**config.mk**
```make
export PLATFORM = sky130hd
export DESIGN_NAME = lkm_colsum
export DESIGN_NICKNAME = d
export VERILOG_FILES = /design/src/lkm_colsum.sv
export SDC_FILE = /design/constraint.sdc
export NUM_CORES = 2
export LEC_CHECK = 0
export BUFFER_PORTS_ARGS = -buffer_cell sky130_fd_sc_hd__buf_4
export CAP_MARGIN = 20
export CELL_PAD_IN_SITES_DETAIL_PLACEMENT = 2
export CELL_PAD_IN_SITES_GLOBAL_PLACEMENT = 2
export CORE_AREA = 2 2 626 628
export CTS_BUF_LIST = sky130_fd_sc_hd__clkbuf_4 sky130_fd_sc_hd__clkbuf_8
export DETAILED_ROUTE_END_ITERATION = 8
export DIE_AREA = 0 0 628 630
export PLACE_DENSITY = 0.33
export SKIP_CTS_REPAIR_TIMING = 1
export SLEW_MARGIN = 40
export SYNTH_ARGS = -nofsm -noshare
export SYNTH_HDL_FRONTEND = slang
export SYNTH_SLANG_ARGS = --single-unit
```
**constraint.sdc**
```tcl
create_clock -name i_clk -period 6.5 [get_ports i_clk]
set_input_delay 1.3 -clock i_clk [delete_from_list [all_inputs] [get_ports i_clk]]
set_output_delay 1.3 -clock i_clk [all_outputs]
set_load 0.03 [all_outputs]
```
**src/lkm_colsum.sv**
```systemverilog
// Column-sum stage: gathers the low and high halves of all partial products
// into one registered sum per product limb position. Depends on nothing else.
module lkm_colsum #(
    parameter int LIMB_BITS  = 26,
    parameter int LIMB_COUNT = 5,
    parameter int COL_BITS   = LIMB_BITS + $clog2(2*LIMB_COUNT)
) (
    input  logic                   i_clk,
    input  logic                   i_en,
    input  logic [2*LIMB_BITS-1:0] i_pp [LIMB_COUNT][LIMB_COUNT],
    output logic [COL_BITS-1:0]    o_col [2*LIMB_COUNT]
);

    logic [COL_BITS-1:0] n_col [2*LIMB_COUNT];
    logic [COL_BITS-1:0] r_col [2*LIMB_COUNT];

    // Low half of pair (i, j) lands on column i+j, high half on column i+j+1.
    // Each column takes at most 2*LIMB_COUNT terms, which COL_BITS covers.
    always_comb begin
        for (int k = 0; k < 2*LIMB_COUNT; k++) begin
            n_col[k] = '0;
        end
        for (int i = 0; i < LIMB_COUNT; i++) begin
            for (int j = 0; j < LIMB_COUNT; j++) begin
                n_col[i+j]   = n_col[i+j]   + COL_BITS'(i_pp[i][j][LIMB_BITS-1:0]);
                n_col[i+j+1] = n_col[i+j+1] + COL_BITS'(i_pp[i][j][2*LIMB_BITS-1:LIMB_BITS]);
            end
        end
    end

    always_ff @(posedge i_clk) begin
        if (i_en) begin
            r_col <= n_col;
        end
    end

    assign o_col = r_col;

endmodule

```
==> reports/qor.yml <==
synth:
  synth-compound-area-share_pct: 9.15
  synth-adder-area-share_pct: 48.4
  ys_seq_area_share_pct: 21.3
  yosys.area.top_type: "fa_1"
  yosys.area_share.xor_xnor_pct: 3.63
  syn_area_mm2: 0.0401
  yosysTopAreaCellShare_pct: 41.1
  synth_top_family_by_area: "adder cells"
  ys_top_cells_by_area: "fa_1, edfxtp_1, inv_1, ha_1, xnor2_1"
  ys_warn_count: 0
  synthSimpleGateAreaFrac_pct: 4.80
  syn_area_per_cell_um2: 10.5
  ys_types: 81
  postSynthCellCount: 3812
  yosys_most_used_dff: "edfxtp_1"
  synth-edff-count: 284
  synth_seq_cells: 284
  synthMuxAreaShare_pct: 0.0531
  ys_async_sr_fraction_pct: 0
critical_path:
  critPathMaxFanout: 5
  criticalPathCategory: "input port to flop"
  path_cells: "buf_4 > fa_1 > fa_1 > inv_1 > fa_1 > fa_1 > inv_1 > ha_1 > fa_1 > a21oi_1 > buf_4 > o21ai_1 > buf_4 > a21boi_0 > o21bai_1 > a41oi_1 > buf_4 > o21ai_1 > a31oi_1 > nor4_1 > nor3_1"
  path_delay_family: "adder cells"
  cp-end-kind: "flop"
  path_buf_inv: 6
  cpMaxStageDelayCell: "fa_1"
  crit_arrival_ps: 6860
  cp-start-kind: "input port"
  crit_top_cell: "fa_1"
  cp.required_ps: 7150
  max_stage_delay_ps: 530
routing:
  routed_via_density: 3.07
  wirelength_um: 251000
  vias: 33100
  drtAntennaViolNets: 0
  drt_first_iter_violations: 780
  drc_errors: 0
  wl_per_cell_um: 23.2
  first_pass_iters: 5
floorplanning:
  io-pin-count: 1602
  die_h_um: 630
  start_util_pct: 10.3
  die_w_um: 628
  rows: 229
  core_mm2: 0.388
  dieArea_mm2: 0.396
clock_tree:
  cts_max_path_buffers: 4
  path_clk_slew_ps: 60
  cts_made_buffers: 84
  clock-sinks: 284
  htree_levels: 3
  clockRootBuffer: "clkbuf_8"
  cts_tree: "built"
sta:
  fin_crit_ps: 6200
  slew_viol_final: 0
  worst_pin_slew_ps: 901
  hold_viol: 0
  whs_ps: 552
  min_period_over_period_pct: 95.4
  maxSlewHeadroom_pct: 39.0
  grt_setup_unrepaired: "no"
  fin_tns_setup_ps: 0
  setup_viol: 0
  setup_ws_ps: 297
  max_freq_mhz: 161
global_routing:
  grt_pass1_vias: 40100
  use_met1_pct: 14.3
  busiest_layer: "met2"
  grt_remaining_overflow: 0
  grt_pass1_wl_um: 342000
  antenna_found_initial: 106
  grt_start_max_net_pins: 72
  gr-usage-all-layers_pct: 12.5
  use_met3_pct: 3.15
  grt_util_met2_pct: 23.5
hold_path:
  hp-class: "input port to flop"
  hold_start: "i_pp[42]"
  min_to: "o_col[16]"
  hold_depth: 1
run_status:
  outcome: "finished, final reports clean"
power_and_ir_drop:
  p_leak_nw: 29.3
  peakVddDrop_mv: 0.170
  fin_total_pwr_mw: 30.5
  power_density_mw_per_mm2: 503
final_layout:
  layout_commonest_cell: "buf_4"
  design_area_mm2: 0.0606
  drive_above_1_share_pct: 32.5
  finalNetCount: 7903
  area_growth_pct: 51.2
  layout.cells.most_common_list: "buf_4, inv_1, fa_1, edfxtp_1, ha_1"
  largest_register_ffs: 284
place:
  pre_cts_slack_ps: -662
  gp_congestion: 0.877
  dpl_cell_area_mm2: 0.0591
  io_buffers: 1585
  dp_hpwl_um: 233000
flow_run:
  drv_cap: 0
==> where the power goes <==
| part | total, mW | internal [mW] | switching (mW) |
|---|---|---|---|
| logic | 23.8 | 9.56 | 14.2 |
| clock network | 2.65 | 1.41 | 1.24 |
| registers | 4.04 | 3.73 | 0.306 |
==> synthesized netlist by cell type (5+ instances only) <==
cell,number
a211o_1,6
a211oi_1,16
a21boi_0,14
a21o_1,93
a21oi_1,192
a31oi_1,15
a41oi_1,6
and2_1,9
and3_1,14
buf_4,16
clkbuf_1,17
edfxtp_1,284
fa_1,824
ha_1,232
inv_1,1306
nand2_1,82
nand2b_1,26
nand3_1,35
nand4_1,17
nor2_1,116
nor2b_1,25
nor3_1,27
nor3b_1,6
nor4_1,7
o211ai_1,6
o21a_1,28
o21ai_0,92
o21ai_1,9
o21bai_1,26
o31a_1,5
o31ai_1,10
or2_2,7
xnor2_1,118
xor2_1,48
==> area by class of cell <==
type,count,area (um^2)
sequential,284,8530
inverter,1306,4900
multi-input combinational,2202,26500
fill,44700,328000
tap,5197,6500
timing repair buffer,1667,12600
antenna,7,17.5
clock inverter,36,211
clock buffer,106,1330
==> worst max path at each step <==
stage,from,end,slack (ps),depth (start not counted)
3_3_place_gp,i_pp[782],o_col[148],-690,21
5_1_grt,i_pp[782],o_col[148],0.07,21
6_report,i_pp[782],o_col[148],300,21
4_1_cts,i_pp[782],o_col[148],360,21
3_5_place_dp,i_pp[782],o_col[148],-660,21
2_1_floorplan,i_pp[782],o_col[148],660,17
==> per-layer routing <==
| layer | routed length (um) | up-vias |
|---|---|---|
| li1 | - | 15000 |
| met1 | 99100 | 17000 |
| met2 | 133000 | 838 |
| met3 | 14200 | 248 |
| met4 | 3940 | 34 |
| met5 | 220 | - |
==> logic make-up (layout without fill, tap and decap cells) <==
logic type | count (synthesis) | count (layout)
buffers and inverters | 1341 | 3115
adders and majority gates | 1056 | 1056
AOI/OAI and AO/OA | 571 | 571
and+or+nand+nor | 391 | 391
DFF | 284 | 284
xor gates and xnor gates | 166 | 166
muxes | 2 | 2
other | 1 | 23
==> per-stage QoR <==
step	cells	util [%]
final	10800	15.6
after global routing	10800	15.6
after CTS	10800	15.6
after detailed placement	10700	15.2
after global placement	10700	15.2
after floorplan	3827	-
Power figures use the tool's default switching activity.
