[config.mk]
export PLATFORM = sky130hd
export DESIGN_NAME = lkm_carry
export DESIGN_NICKNAME = d
export VERILOG_FILES = /design/src/lkm_pkg.sv /design/src/lkm_carry.sv
export SDC_FILE = /design/constraint.sdc
export NUM_CORES = 1
export LEC_CHECK = 0
export BUFFER_PORTS_ARGS = -buffer_cell sky130_fd_sc_hd__buf_2
export CAP_MARGIN = 20
export CELL_PAD_IN_SITES_DETAIL_PLACEMENT = 1
export CELL_PAD_IN_SITES_GLOBAL_PLACEMENT = 1
export CORE_ASPECT_RATIO = 1.75
export CORE_MARGIN = 2
export CORE_UTILIZATION = 39
export DETAILED_ROUTE_END_ITERATION = 16
export PLACE_DENSITY = 0.85
export SETUP_SLACK_MARGIN = 0.1
export SLEW_MARGIN = 20
export SYNTH_ARGS = -nofsm -noshare
export SYNTH_HDL_FRONTEND = slang
export SYNTH_SLANG_ARGS = --single-unit
[constraint.sdc]
create_clock -name i_clk -period 3.94 [get_ports i_clk]
set_clock_uncertainty 0.2 [all_clocks]
set_input_delay 0.985 -clock i_clk [delete_from_list [all_inputs] [get_ports i_clk]]
set_output_delay 0.985 -clock i_clk [all_outputs]
set_load 0.01 [all_outputs]
[src/lkm_pkg.sv]
// Shared constants and types for the limb Karatsuba multiplier.
// No dependencies; the top level and lkm_carry import this package.
package lkm_pkg;

    // Width and number of the limb fields on the ports.
    localparam int FIELD_BITS  = 26;
    localparam int FIELD_LIMBS = 5;

    typedef logic [FIELD_BITS-1:0] t_field;

endpackage

[src/lkm_carry.sv]
// Carry-normalization stages: the column sums are resolved by a wide add split
// into a low half and a high half over two registers. Uses lkm_pkg.
module lkm_carry #(
    parameter int LIMB_BITS  = 26,
    parameter int LIMB_COUNT = 5,
    parameter int COL_BITS   = LIMB_BITS + $clog2(2*LIMB_COUNT)
) (
    input  logic                 i_clk,
    input  logic                 i_en,
    input  logic [COL_BITS-1:0]  i_col [2*LIMB_COUNT],
    output lkm_pkg::t_field      o_p [2*lkm_pkg::FIELD_LIMBS]
);

    import lkm_pkg::*;

    localparam int HALF_BITS = LIMB_COUNT * LIMB_BITS;
    localparam int WORD_BITS = 2 * HALF_BITS;
    localparam int EXT_BITS  = (LIMB_BITS > FIELD_BITS) ? LIMB_BITS : FIELD_BITS;

    logic [WORD_BITS-1:0] low_word;
    logic [WORD_BITS-1:0] carry_word;
    logic [HALF_BITS:0]   n_lo_sum;
    logic [HALF_BITS-1:0] n_hi_sum;

    logic [HALF_BITS:0]   r_lo_sum;
    logic [HALF_BITS-1:0] r_hi_a;
    logic [HALF_BITS-1:0] r_hi_b;
    logic [WORD_BITS-1:0] r_prod;

    // The low bits of every column stay in place; the excess of column k moves
    // up to limb k+1. The excess of the top column is always zero because the
    // product fits in 2*LIMB_COUNT limbs.
    always_comb begin
        low_word   = '0;
        carry_word = '0;
        for (int k = 0; k < 2*LIMB_COUNT; k++) begin
            low_word[k*LIMB_BITS +: LIMB_BITS] = i_col[k][LIMB_BITS-1:0];
        end
        for (int k = 0; k < 2*LIMB_COUNT - 1; k++) begin
            carry_word[(k+1)*LIMB_BITS +: LIMB_BITS] =
                LIMB_BITS'(i_col[k][COL_BITS-1:LIMB_BITS]);
        end
    end

    assign n_lo_sum = (HALF_BITS+1)'(low_word[HALF_BITS-1:0])
                    + (HALF_BITS+1)'(carry_word[HALF_BITS-1:0]);

    assign n_hi_sum = HALF_BITS'(r_hi_a + r_hi_b + HALF_BITS'(r_lo_sum[HALF_BITS]));

    always_ff @(posedge i_clk) begin
        if (i_en) begin
            r_lo_sum <= n_lo_sum;
            r_hi_a   <= low_word[WORD_BITS-1:HALF_BITS];
            r_hi_b   <= carry_word[WORD_BITS-1:HALF_BITS];
            r_prod   <= {n_hi_sum, r_lo_sum[HALF_BITS-1:0]};
        end
    end

    // Product limbs past 2*LIMB_COUNT are tied to zero; each limb is cut or
    // padded to the field width.
    for (genvar g = 0; g < 2*FIELD_LIMBS; g++) begin : g_out
        if (g < 2*LIMB_COUNT) begin : g_used
            logic [EXT_BITS-1:0] limb_ext;
            assign limb_ext = EXT_BITS'(r_prod[g*LIMB_BITS +: LIMB_BITS]);
            assign o_p[g]   = limb_ext[FIELD_BITS-1:0];
        end else begin : g_unused
            assign o_p[g] = '0;
        end
    end

endmodule
==> metrics.cfg <==
[timing]
finalMaxSlewViolations = 0
post-route-period-util_pct = 96.0
fin_worst_hold_slack_ns = 0.219
relSlewSlack_pct = 45.0
finalHoldViolations = 0
max_slew.worst_pin.slew_ns = 0.813
grt_setup_unrepaired = yes
layout_min_cycle_time_ns = 3.78
setup_viol = 0
fmax_mhz = 264

[power]
p_leak_nw = 10.7
power_mw = 13.2
ir_worst_vdd_uv = 361
power.density_nw_per_um2 = 474

[placement]
place.gp.congestion = 0.932
dp_cells = 2704
placed_area_um2 = 26200
dpl.hpwl_um = 52100
port_buffers = 557

[global_routing]
grt_max_degree = 79
overflow = 0
antenna_found_initial = 17
grt.total_usage_pct = 22.5
grt_pass1_wl_um = 98200
grt_pass1_vias = 16200

[floorplan]
die_w_um = 184
core_area_um2 = 56000
start_util_pct = 39.3
die_h_um = 318
io_pins = 562
rows = 115
dieArea_um2 = 58400

[critical_path]
timing.setup.critical_path_class = register to register
crit_chain = inv_1, fa_2, fa_2, nand2b_4, a211oi_4, nand4_1, buf_6, a2111oi_4, buf_4, o211ai_4, o21a_1, or4_4, xnor2_2
crit_path_start_kind = register
endpoint_kind = register
required_ns = 4.07
worstPathMaxFanout = 2
slowest_stage = or4_4
cpMostUsedCell = fa_2
crit_arrival_ns = 3.92
cp_slowest_stage_delay_ns = 0.43

[synthesis]
async_flop_share_pct = 0
synth_flop_cell = edfxtp_1
synth_area_um2 = 22000
ys_types = 61
syn_avg_cell_area_um2 = 15.9
yosysSeqAreaShare_pct = 73.8
ys_ff_latch = 541
synth-edff-count = 541
syn_inst = 1388
syn-num-nets = 1728
ys_warn_count = 0

[cells_and_area]
drive_gt1_share_pct = 34.6
final_cell_count_no_fill = 2806
fillers = 5695
nets = 2398
fin_util_pct = 49.8
area_growth_pct = 26.7
fin_area_um2 = 27900

[run]
drv_cap = 0

[clocking]
htreeDepth = 2
clk_latency_ns = 0.60
clockRootBuffer = clkbuf_16
clk_pin_slew_ns = 0.06
clk_path_buf_depth = 3
clock_sinks = 541
cts_tree = yes
cts_buffers = 51
cts_hold_buf = 0

[drt]
drc_errors = 0
wl_met2_um = 36500
num_vias = 14900
ant_nets = 0
routed_via_density = 5.30
met3WireLength_um = 4840
drt-total-wl_um = 67100
highest_layer = met5
wl_met1_um = 22200
post_drt_wl_per_cell_um = 23.9
drt_iter0_markers = 860
firstDrtPassIters = 5

[hold_path]
hold_path.class = register to register

[run_status]
outcome = finished clean

[metal layers]
layer | global-route usage, % | vias up
met3 | 5.78 | 170
met2 | 42.4 | 627
met5 | 0 | -
met1 | 22.4 | 7386
met4 | 11.4 | 18
li1 | - | 6661
[power by group]
group | leakage, nW | switching (mW) | internal [mW]
Clock | 0.751 | 2.13 | 2.57
Sequential | 5.29 | 0.232 | 6.92
Combinational | 4.67 | 0.811 | 0.547
Total | 10.7 | 3.17 | 10.0
[logic make-up (layout without fill, tap and decap cells)]
| kind of cell | after synthesis | after routing | share of synthesized area [%] |
|---|---|---|---|
| AND/OR/NAND/NOR | 417 | 417 | 10.0 |
| flip-flops | 541 | 541 | 73.8 |
| other | 0 | 10 | 0 |
| adder cells (fa/ha/maj) | 38 | 38 | 2.26 |
| buffers and inverters | 36 | 742 | 0.671 |
| AO/OA/AOI/OAI | 128 | 128 | 4.13 |
| XOR/XNOR | 227 | 227 | 9.07 |
| multiplexers | 1 | 1 | 0.0455 |
[final timing paths]
check	startpoint	end	slack, ns	cells after the start
worst max register to register	r_hi_b[0]$_DFFE_PP_	r_prod[254]$_DFFE_PP_	0.16	13
worst min-delay path	r_lo_sum[56]$_DFFE_PP_	r_prod[56]$_DFFE_PP_	0.22	0
worst min register to register	r_lo_sum[56]$_DFFE_PP_	r_prod[56]$_DFFE_PP_	0.22	0
worst max-delay path	r_hi_b[0]$_DFFE_PP_	r_prod[254]$_DFFE_PP_	0.16	13
[cells in the mapped netlist (2+ instances only)]
master     number  area, um2
a211o_1         2       17.5
buf_2           4       20.0
xnor2_1       152       1330
edfxtp_1      541      16200
nor4b_1         3       26.3
nand2_1        76        285
nor2b_1        10       62.6
o2111ai_1       5       43.8
nand4_1        49        307
o21ai_0        18       90.1
nor4_1         11       68.8
and3_1         41        257
buf_4           2       15.0
nand2b_1        6       37.5
a21oi_1        29        145
clkbuf_1        5       18.8
xor2_1         74        648
o21bai_1        7       52.6
a21o_1         13       97.6
a21boi_0        2       15.0
a31oi_1         4       25.0
o21ai_1         5       25.0
nor3_1         26        130
o211ai_1       12       90.1
fa_1            3       60.1
or3_1           4       25.0
or2_2           4       25.0
and4_1         16        140
nand3_1        91        455
inv_1          25       93.8
a31o_2          3       26.3
a41oi_1         2       17.5
o31a_1          2       17.5
a211oi_1        6       45.0
nor2_1         60        225
ha_1           35        438
o21a_1          3       22.5
o31ai_1         3       22.5
and2_1         10       62.6
or4_1           3       22.5
[stage by stage]
stage	setup TNS (ns)	worst slack [ns]
4_1_cts	0	0.0886
3_5_place_dp	-3.09	-0.335
3_3_place_gp	-2.27	-0.256
6_report	0	0.158
5_1_grt	0	0.0148
2_1_floorplan	0	0.166
[state kept, by name (all words and copies together) (netlist names)]
| name | flops |
|---|---|
| r_hi_a | 130 |
| r_hi_b | 20 |
| r_lo_sum | 131 |
| r_prod | 260 |
[layout make-up]
| type | instances | area, um2 | area share (%) |
|---|---|---|---|
| multi-input cells | 811 | 5670 | 20.3 |
| clock inverters | 30 | 234 | 0.839 |
| flip-flops and latches | 541 | 16200 | 58.3 |
| well taps | 702 | 878 | 3.15 |
| repair buffers | 628 | 3430 | 12.3 |
| diodes | 10 | 25.0 | 0.0897 |
| clock buffers | 59 | 1310 | 4.68 |
| inverters | 25 | 93.8 | 0.337 |
[worst max-delay path: cells and delay by family, from the launching register on]
family	cells	cell delay (ns)
AO/OA/AOI/OAI	4	0.87
XOR/XNOR	1	0.14
AND/OR/NAND/NOR	3	0.77
buffers and inverters	3	0.42
adder cells (fa/ha/maj)	2	0.80
flip-flops	1	0.32
[repair_timing]
action / 4_1_cts / 5_1_grt
setup endpoints to repair: 23 / 21
pin swaps: 2 / 8
endpoints found under the hold margin: 0 / 0
setup buffers: 0 / 3
gates resized for setup: 6 / 8
[cell usage in the layout, fill, tap and decap left out, drive strengths merged, types with 6 or more instances in the layout]
cell	instances
clkinv	22
ha	35
o211ai	13
o21ai	23
and4	16
nor2	60
buf	628
xor2	74
nand2b	6
and3	41
xnor2	153
nand3	91
nand2	76
nor2b	10
diode	10
nor3	27
edfxtp	541
inv	27
nand4	49
o21bai	7
clkbuf	59
nor4	11
a211oi	7
and2	10
a21oi	29
a21o	13
(Power assumes the default switching activity.)
